## config.mk

```make
export PLATFORM = sky130hd
export DESIGN_NAME = url_percent_codec_top
export DESIGN_NICKNAME = d
export VERILOG_FILES = /design/src/rtl/upc_pkg.sv /design/src/rtl/url_percent_codec_top.sv
export SDC_FILE = /design/constraint.sdc
export NUM_CORES = 1
export LEC_CHECK = 0
export ABC_AREA = 1
export BUFFER_PORTS_ARGS = -buffer_cell sky130_fd_sc_hd__buf_4
export CAP_MARGIN = 20
export CORE_MARGIN = 2
export CORE_UTILIZATION = 55
export CTS_CLUSTER_DIAMETER = 60
export CTS_CLUSTER_SIZE = 24
export DETAILED_ROUTE_END_ITERATION = 10
export PLACE_DENSITY = 0.74
export SLEW_MARGIN = 15
export SYNTH_ARGS = -nofsm -noshare
export SYNTH_HDL_FRONTEND = slang
export SYNTH_SLANG_ARGS = --single-unit
```

## constraint.sdc

```tcl
create_clock -name clock -period 2.71 [get_ports clock]
set_input_delay 0.1355 -clock clock [delete_from_list [all_inputs] [get_ports clock]]
set_output_delay 0.1355 -clock clock [all_outputs]
set_load 0.005 [all_outputs]
```

## src/rtl/upc_pkg.sv

```systemverilog
package upc_pkg;

   localparam int unsigned MAX_RESULTS = 3;

   localparam logic [7:0] CHAR_PLUS    = 8'h2B;
   localparam logic [7:0] CHAR_PERCENT = 8'h25;
   localparam logic [7:0] CHAR_SPACE   = 8'h20;

   localparam logic [7:0] HEX_DIGIT_OFFSET = 8'd48;
   localparam logic [7:0] HEX_ALPHA_OFFSET = 8'(97 - 10);
   localparam logic [7:0] HEX_UPPER_BASE   = 8'(65 - 10);
   localparam logic [7:0] NIBBLE_HI_MASK   = 8'hF0;
   localparam logic [7:0] NIBBLE_LO_MASK   = 8'h0F;

   typedef enum logic {
      MODE_DECODE = 1'b0,
      MODE_ENCODE = 1'b1
   } mode_type;

   typedef enum logic [1:0] {
      PHASE_NONE    = 2'd0,
      PHASE_PERCENT = 2'd1,
      PHASE_DIGIT   = 2'd2
   } phase_type;

   typedef logic [7:0] byte_array_type [MAX_RESULTS];

   function automatic logic is_unreserved(input logic [7:0] c);
      is_unreserved = (c inside {["0":"9"], ["a":"z"], ["A":"Z"], ".", "_", "~", "-"});
   endfunction

   // Bit 4 set means the byte is not a hex digit.
   function automatic logic [4:0] hex_value(input logic [7:0] c);
      logic [7:0] diff;
      diff = 8'h00;
      hex_value = 5'h10;
      if (c inside {["0":"9"]}) begin
         diff = c - HEX_DIGIT_OFFSET;
         hex_value = {1'b0, diff[3:0]};
      end else if (c inside {["a":"f"]}) begin
         diff = c - HEX_ALPHA_OFFSET;
         hex_value = {1'b0, diff[3:0]};
      end else if (c inside {["A":"F"]}) begin
         diff = c - HEX_UPPER_BASE;
         hex_value = {1'b0, diff[3:0]};
      end
   endfunction

   function automatic logic [7:0] hex_char(input logic [3:0] v);
      if (v <= 4'd9) begin
         hex_char = {4'h0, v} + HEX_DIGIT_OFFSET;
      end else begin
         hex_char = {4'h0, v} + HEX_ALPHA_OFFSET;
      end
   endfunction

endpackage

```

## src/rtl/url_percent_codec_top.sv

```systemverilog
// The first result of a request is registered and appears in the cycle after acceptance.
// Throughput: one result byte per cycle while rsp_tready is high; a request that
// expands to three bytes (an encoded escape) holds off the next request until the
// three-entry result buffer is down to its last byte and that byte is taken.
// Reset: synchronous, active high; clears the mode to decode, the escape state
// and the result buffer.
module url_percent_codec_top (
   input  logic       clock,
   input  logic       reset,
   input  logic       csr_wr_en,
   input  logic       csr_wr_data,
   input  logic       req_tvalid,
   output logic       req_tready,
   input  logic [7:0] req_tdata,   // in_byte
   input  logic       req_tlast,
   output logic       rsp_tvalid,
   input  logic       rsp_tready,
   output logic [7:0] rsp_tdata,   // out_byte
   output logic       rsp_tlast
);

   upc_pkg::mode_type       mode_ff;
   upc_pkg::phase_type      phase_ff;
   upc_pkg::phase_type      phase_in;
   logic [7:0]              held_ff;
   logic [7:0]              held_in;
   upc_pkg::byte_array_type res_ff;
   upc_pkg::byte_array_type res_in;
   logic [1:0]              cnt_ff;
   logic [1:0]              cnt_in;
   logic                    last_ff;

   logic                    req_acc;
   logic                    rsp_pop;
   logic [4:0]              hex_hi;
   logic [4:0]              hex_lo;
   logic                    do_feed;

   assign rsp_tvalid = (cnt_ff != 2'd0);
   assign rsp_tdata  = res_ff[0];
   assign rsp_tlast  = last_ff && (cnt_ff == 2'd1);
   assign rsp_pop    = rsp_tvalid && rsp_tready;
   assign req_tready = (cnt_ff == 2'd0) || ((cnt_ff == 2'd1) && rsp_tready);
   assign req_acc    = req_tvalid && req_tready;

   assign hex_hi = upc_pkg::hex_value(held_ff);
   assign hex_lo = upc_pkg::hex_value(req_tdata);

   always_comb begin
      res_in   = '{default: 8'h00};
      cnt_in   = 2'd0;
      phase_in = phase_ff;
      held_in  = held_ff;
      do_feed  = 1'b0;
      if (mode_ff == upc_pkg::MODE_ENCODE) begin
         phase_in = upc_pkg::PHASE_NONE;
         if (upc_pkg::is_unreserved(req_tdata)) begin
            res_in[0] = req_tdata;
            cnt_in    = 2'd1;
         end else begin
            res_in[0] = upc_pkg::CHAR_PERCENT;
            res_in[1] = upc_pkg::hex_char(4'((req_tdata & upc_pkg::NIBBLE_HI_MASK) >> 4));
            res_in[2] = upc_pkg::hex_char(4'(req_tdata & upc_pkg::NIBBLE_LO_MASK));
            cnt_in    = 2'd3;
         end
      end else begin
         case (phase_ff)
            upc_pkg::PHASE_DIGIT: begin
               phase_in = upc_pkg::PHASE_NONE;
               if (!hex_hi[4] && !hex_lo[4]) begin
                  res_in[0] = {hex_hi[3:0], hex_lo[3:0]};
                  cnt_in    = 2'd1;
               end else begin
                  res_in[0] = upc_pkg::CHAR_PERCENT;
                  cnt_in    = 2'd1;
                  do_feed   = 1'b1;
                  if (held_ff == upc_pkg::CHAR_PLUS) begin
                     res_in[1] = upc_pkg::CHAR_SPACE;
                     cnt_in    = 2'd2;
                  end else if (held_ff == upc_pkg::CHAR_PERCENT) begin
                     phase_in = upc_pkg::PHASE_PERCENT;
                  end else begin
                     res_in[1] = held_ff;
                     cnt_in    = 2'd2;
                  end
               end
            end
            upc_pkg::PHASE_PERCENT: begin
               do_feed = 1'b1;
            end
            default: begin
               phase_in = upc_pkg::PHASE_NONE;
               do_feed  = 1'b1;
            end
         endcase

         if (do_feed) begin
            if ((phase_in == upc_pkg::PHASE_PERCENT) && !req_tlast) begin
               phase_in = upc_pkg::PHASE_DIGIT;
               held_in  = req_tdata;
            end else begin
               if (phase_in == upc_pkg::PHASE_PERCENT) begin
                  res_in[cnt_in] = upc_pkg::CHAR_PERCENT;
                  cnt_in         = cnt_in + 2'd1;
               end
               phase_in = upc_pkg::PHASE_NONE;
               if (req_tdata == upc_pkg::CHAR_PLUS) begin
                  res_in[cnt_in] = upc_pkg::CHAR_SPACE;
                  cnt_in         = cnt_in + 2'd1;
               end else if ((req_tdata == upc_pkg::CHAR_PERCENT) && !req_tlast) begin
                  phase_in = upc_pkg::PHASE_PERCENT;
               end else begin
                  res_in[cnt_in] = req_tdata;
                  cnt_in         = cnt_in + 2'd1;
               end
            end
         end
      end
      if (req_tlast && (cnt_in != 2'd0)) begin
         phase_in = upc_pkg::PHASE_NONE;
      end
   end

   always_ff @(posedge clock) begin
      if (reset) begin
         mode_ff  <= upc_pkg::MODE_DECODE;
         phase_ff <= upc_pkg::PHASE_NONE;
         held_ff  <= 8'h00;
         cnt_ff   <= 2'd0;
         last_ff  <= 1'b0;
      end else begin
         if (req_acc) begin
            res_ff   <= res_in;
            cnt_ff   <= cnt_in;
            last_ff  <= req_tlast;
            phase_ff <= phase_in;
            held_ff  <= held_in;
         end else if (rsp_pop) begin
            res_ff[0] <= res_ff[1];
            res_ff[1] <= res_ff[2];
            cnt_ff    <= cnt_ff - 2'd1;
         end
         if (csr_wr_en) begin
            mode_ff  <= upc_pkg::mode_type'(csr_wr_data);
            phase_ff <= upc_pkg::PHASE_NONE;
            held_ff  <= 8'h00;
         end
      end
   end

`ifndef SYNTHESIS
   a_last_gives_result: assert property (@(posedge clock) disable iff (reset)
      req_acc && req_tlast |=> cnt_ff != 2'd0)
      else $error("Final request of a string produced no result.");

   a_last_clears_escape: assert property (@(posedge clock) disable iff (reset)
      req_acc && req_tlast && !csr_wr_en |=> phase_ff == upc_pkg::PHASE_NONE)
      else $error("Escape left pending after the end of a string.");

   a_encode_no_escape: assert property (@(posedge clock) disable iff (reset)
      mode_ff == upc_pkg::MODE_ENCODE |-> phase_ff == upc_pkg::PHASE_NONE)
      else $error("Escape pending while encoding.");
`endif

endmodule

```

# Word level (Yosys, flattened, before mapping)
# Cells that the tools add are included.
totals:
  reg_bits: 38
  inputBits: 15
  out_inout_bits: 11
  elab_cells: 157
classes:
  addsub: 13
  magnitude_cmp: 20
  eq_ne: 12
  n_mux: 63
  bitwise: 10
  n_reduce_logical: 31
op_table:
  columns: ["operator", "n"]
  rows:
  - ["24-bit two-way mux", 9]
  - ["16-bit two-way mux", 5]
  - ["8-bit two-way mux", 9]
  - ["8-bit by 6-bit equality test with 1-bit output (second input constant)", 6]
  - ["8-bit by 7-bit <= comparator with 1-bit output (second input constant)", 6]
  - ["2-bit two-way mux", 22]
  - ["8-bit demux with 2-bit select", 2]
  - ["8-bit by 7-bit greater-or-equal comparator with 1-bit output (second input constant)", 4]
  - ["5-bit two-way mux", 6]
  - ["24-bit bitwise mux", 1]
  - ["21-bit bitwise AND", 1]
  - ["21-bit NOT", 1]
  - ["1-bit logical AND", 18]
  - ["4-bit by 7-bit adder with 8-bit output (second input constant)", 2]
  - ["8-bit by 7-bit equality test with 1-bit output (second input constant)", 2]
  - ["8-bit by 6-bit greater-or-equal comparator with 1-bit output (second input constant)", 2]
  - ["8-bit by 6-bit <= comparator with 1-bit output (second input constant)", 2]
  - ["4-bit by 3-bit subtractor with 4-bit output (second input constant)", 4]
  - ["15-bit bitwise AND", 1]
  - ["15-bit NOT", 1]
  - ["4-bit by 6-bit adder with 7-bit output (second input constant)", 2]
  - ["9-bit bitwise OR", 1]
  - ["4-bit <= comparator (second input constant)", 2]
  - ["1-bit two-way mux", 8]
  - ["19 further kinds", 32]

# Longest topological paths before layout
logic_depth:
  ltp_word: 28
  depth_mapped: 21
  mapped_depth_nobuf: 20

# Worst setup path after synthesis
# OpenSTA, ideal clock, no wires.
synth_timing:
  path_type: "reg2reg"
  startpoint: "reg held_ff[0]"
  endpoint: "reg res_ff[9] in the netlist's numbering, data pin"
  setup_ns: 0.253
  arrival_ns: 2.005
  t_required_ns: 2.457
  setup_slack_ns: 0.452
  path_stages_with_launch: 17
  synth_period_minus_slack_ns: 2.258
  cell_sequence: "dfxtp_1 > ha_1 > o21ai_0 > nand2_1 > nand4_1 > nand2_1 > nand2_1 > nand3_2 > nand2_4 > inv_2 > nand3_2 > nor2_1 > nand2_1 > nand3_1 > o21ai_0 > nand2_1 > nand2_1"
synth_via:
  elab_chain_cells: 28
  word_cells_on_any_way: 68
  classes_between: "add/sub (1); order compare (10); eq/ne (3); mux (40); bitwise (6); reduce/logical (8)"
synth_lines:
  columns: ["item", "line", "text"]
  rows:
  - ["start: declaration", "url_percent_codec_top.sv:25", "logic [7:0] held_ff;"]
  - ["start signal: assignment", "url_percent_codec_top.sv:137", "held_ff <= held_in;"]
  - ["branches (longest 25 deep; another with 8-bit by 7-bit greater-or-equal comparator with 1-bit output)", null, null]
  - ["24-bit two-way mux (*)", "url_percent_codec_top.sv:97", "if (do_feed) begin"]
  - ["24-bit two-way mux (*)", "url_percent_codec_top.sv:55", "if (mode_ff == upc_pkg::MODE_ENCODE) begin"]
  - ["16-bit two-way mux (*)", "url_percent_codec_top.sv:132", "if (req_acc) begin"]
  - ["end signal: assignment", "url_percent_codec_top.sv:133", "res_ff <= res_in;"]
  - ["end: declaration", "url_percent_codec_top.sv:27", "upc_pkg::byte_array_type res_ff;"]
# Every way passes the cells marked *. The select of a mux whose other input is x is not followed.
# A chain may end at the register's enable or synchronous reset.

# Worst setup path after layout
layout_timing:
  startpoint: "reg held_ff[1]"
  endpoint: "reg res_ff, in the netlist rsp_tdata[6], data pin"
# The elaborated chain is that of the path after synthesis.

==> flow_results.org <==
** Critical path
- Delay contributed by the slowest stage of the critical path :: ~0.34 ns
- Worst Path Buf+Inv :: 3
- Critical Path RT :: between 2 and 3 ns
- Counting cells, the worst reg-to-reg path comes to 13.
- STA classifies the critical path startpoint as a flop.
- Largest delay share family, worst path :: compound AO/OA/AOI/OAI gates
- Setup crit start :: held_ff[1]
- The worst setup path is captured at a flop.
- Logic depth of the worst path, buffers included :: 13
- Cells traversed along the worst timing path :: inv_1, ha_1, o21ai_0, nand2_1, nand4_1, nand2_1, nand3_2, buf_4, inv_1, nand2_1, o21ai_0, a21oi_1, o21ai_0
- The endpoint identified for the worst register-to-register timing path is rsp_tdata[6].
- On the critical path, the stage with the largest delay is an instance of dfxtp_2.
- The startpoint identified for the worst register-to-register timing path is held_ff[1].
- Of all nets on the critical path, the largest fanout is 6.
- Data on the critical path arrives at its endpoint at about 2.7 ns.
- Timing endpoint of the critical path :: rsp_tdata[6]
- R2R setup slack :: approximately 0.12 ns
- The setup path with the least slack is of type reg -> reg.

** Finish
- Cells fill 63.1% of the core in the end.
- The finished layout holds around 580 standard cells, fillers aside.
- Most frequent standard cell in the layout excluding fill and tap cells :: nand2_1
- Number of antenna cells inserted :: 0
- Layout Nets :: 530
- Cells with a size suffix above 1 make up roughly a fifth of the layout.
- Compared with the post-synthesis result, the final layout area differs by 11.4%.
- Final cell area excluding filler cells :: between 3000 and 4000 um^2
- Leaving out fill and tap cells, the most frequent cells in the layout are 111 x nand2_1, 51 x inv_1, 48 x buf_4.
- Fillcell total :: a little under 600

** CTS
- Clock tree synthesis found a total of 38 sinks.
- TritonCTS clock tree :: done
- Number of buffers inserted for hold repair after clock tree synthesis :: 0
- TritonCTS created 5 clock buffers.
- The clock passes through at most 2 buffers.
- Clock Tree Root :: clkbuf_8
- Worst-path clk slew :: about 0.090 ns
- Later-pin clock latency in the skew report :: 0.31 ns
- In this run, post-CTS repair resized a total of 0 instances.
- Setup bufs post-CTS :: 0
- Total number of H-tree levels :: 2

** Power
- Clk network pwr share :: roughly 22%
- Sequential group share of total power :: approximately 42%
- Cell leakage power :: roughly 1.7 nW
- Net switching component of the power :: between 0.6 and 0.7 mW
- Fraction of power spent switching nets :: about 37%
- Combinational power share :: a little over a third
- VDD IR max :: a little over 0.4 mV
- Power per Cell Area :: roughly 500 nW/um^2
- Internal power comes to 1.18 mW.
- The design draws ~1.9 mW.

** Placement
- Including well taps, the total number of placed cells is approximately 570.
- Placer Congestion :: between 1 and 1.5
- Area post-placement :: 3620 um^2
- Port Buf Inserts :: 25
- Timing analysis after detailed placement gives a worst setup slack of -0.00831 ns.
- HPWL Detailed :: slightly above 8000 um

** Logic synthesis
- Of the post-synthesis cell area, the dominant cell type holds 21.6%.
- Average size of a mapped cell :: just over 7 um^2
- Area leader, netlist :: edfxtp_1
- EDFF count, synth :: 24
- Synthesized instance count :: around 470
- Synth unique cells :: 48
- After synthesis, the share of flip-flops with an asynchronous set or reset is 0%.
- Among all flip-flop cells after synthesis, the most frequent one is edfxtp_1.
- Post-synthesis instance area :: roughly 3300 um^2
- Sequential area share after synthesis :: a little under a third
- During synthesis, Yosys emitted a total of 0 warnings.
- Post-synth net total :: about 500
- The synthesized design contains 38 register bits.
- Largest cells by area after synthesis :: edfxtp_1 22%, nand2_1 13%, dfxtp_1 8.4%, ha_1 6.0%, inv_1 5.7%

** STA
- Layout Skew :: between 0.009 and 0.01 ns
- Portion of the clock cycle consumed by the worst path in the final layout :: between 90% and 100%
- The count of endpoints failing hold in the final timing report was 0.
- Setup Viol. Count Final :: 0
- Worst hold slack :: roughly 0.018 ns
- Worst Setup Slack, final :: roughly 0.12 ns
- Setup repair after global routing missed its margin :: no
- The max-slew violation total from the final report was 0.
- Headroom to the max-slew limit :: about 53%
- Accumulated negative setup slack :: 0 ns
- Derived from the worst setup path, the maximum achievable clock frequency is 387 MHz.
- At the pin with the least slew margin, the transition time is 0.701 ns.
- Fin crit period :: approximately 2.6 ns

** Worst hold path
- Origin of the worst min-delay path :: reset
- Min-delay worst type :: in -> reg

** Global route
- The via count of the first global-routing pass is 3,196.
- Largest net degree at the start of global routing :: 17
- Overall global routing resource usage :: 33.5%
- The first global-routing pass estimated roughly 17,000 um of wire.
- Total overflow reported by the global router :: 0
- The number of antenna violations at the first check in global routing came to 0.

** Route
- In the final routed layout, each cell accounts on average for about 18 um.
- In the routed design, unresolved DRC markers number 0.
- The detailed router placed ~3,400 vias in this run.
- The first TritonRoute pass finished after 5 iterations.
- The routed design has around 11,000 um of wire.
- Detailed-route vias per instance :: 5.95
- Once detail routing completed, the nets flagged for antenna violations numbered 0.
- The detailed router finished its first iteration with between 400 and 500 violations.

** Floorplan
- For this configuration, the core starts out at a cell density of a little under three fifths.
- The die is approximately 82 um tall.
- The floorplan step defined a core boundary enclosing a little under 6000 um^2.
- Floorplan die area :: ~6700 um^2
- Pin placement for this block handled 26 I/O pins.
- Row generation in the floorplan step produced 28 rows.
- The die is between 80 and 90 um wide.

** Flow run
- Max-cap viol count :: 0

** Run status
- Result of the run :: complete, no violations
-- power by group through the flow --
stage               combinational, mW  sequential (mW)  clock [mW]
floorplan                       0.443            0.790           0
global placement                0.647            0.795           0
detailed placement              0.664            0.799           0
CTS                             0.665            0.786       0.403
global route                    0.746            0.795       0.425
finish                          0.673            0.785       0.403
-- logic make-up after synthesis --
| family | count (synthesis) | synth area share (%) |
|---|---|---|
| flops | 38 | 30.0 |
| buf+inv | 84 | 12.0 |
| xor+xnor | 5 | 1.31 |
| simple gates | 227 | 33.3 |
| fa+ha+maj | 16 | 6.01 |
| compound gates | 98 | 17.4 |
-- state kept, by name, indices dropped and copies added, names as in the netlist --
| name | cells |
|---|---|
| held_ff | 8 |
| mode_ff | 1 |
| last_ff | 1 |
| phase_ff | 2 |
| cnt_ff | 2 |
| rsp_tdata | 8 |
| res_ff | 16 |
-- Yosys cell counts, types with 3 or more instances --
| library cell | count |
|---|---|
| a211oi_1 | 7 |
| buf_4 | 10 |
| nand2_4 | 4 |
| nand2_1 | 111 |
| inv_2 | 4 |
| nor2_4 | 4 |
| nor2_1 | 34 |
| nand3_2 | 6 |
| nor2_2 | 3 |
| nand4_1 | 7 |
| xor2_1 | 5 |
| buf_2 | 4 |
| ha_1 | 16 |
| nor3_1 | 14 |
| o211ai_1 | 8 |
| o221ai_1 | 3 |
| edfxtp_1 | 24 |
| nand3_1 | 33 |
| o22ai_1 | 4 |
| buf_6 | 4 |
| nand2_2 | 3 |
| a21oi_1 | 30 |
| o21ai_0 | 33 |
| inv_1 | 51 |
| dfxtp_1 | 14 |
| clkbuf_1 | 6 |
-- worst min-delay path by stage --
stage | end | slack (ns) | cells after the start
floorplan | cnt_ff[1] | 0.20 | 1
global placement | cnt_ff[1] | 0.32 | 2
detailed placement | cnt_ff[1] | 0.33 | 2
CTS | cnt_ff[1] | 0.02 | 2
global route | cnt_ff[1] | 0.02 | 2
finish | cnt_ff[1] | 0.02 | 2
-- per-layer routing --
metal / up-vias / GRT usage (%) / share of wire [%]
met5: - / 0 / 0
met4: 0 / 14.3 / 3.6
met3: 38 / 5.82 / 8.6
met2: 164 / 54.0 / 46
met1: 1581 / 44.1 / 41
li1: 1636 / - / -
-- area by class of cell --
type                    count  area [um^2]  share of cell area, %
well taps                  75         93.8                   2.53
clock buffers               5         68.8                   1.85
multi-input cells         346         1940                   52.1
inverters                  60          236                   6.37
clock inverters             3         16.3                  0.438
repair buffers             48          360                   9.70
flip-flops and latches     38         1000                   27.0
Note: power is estimated with default switching activity, not from simulation.
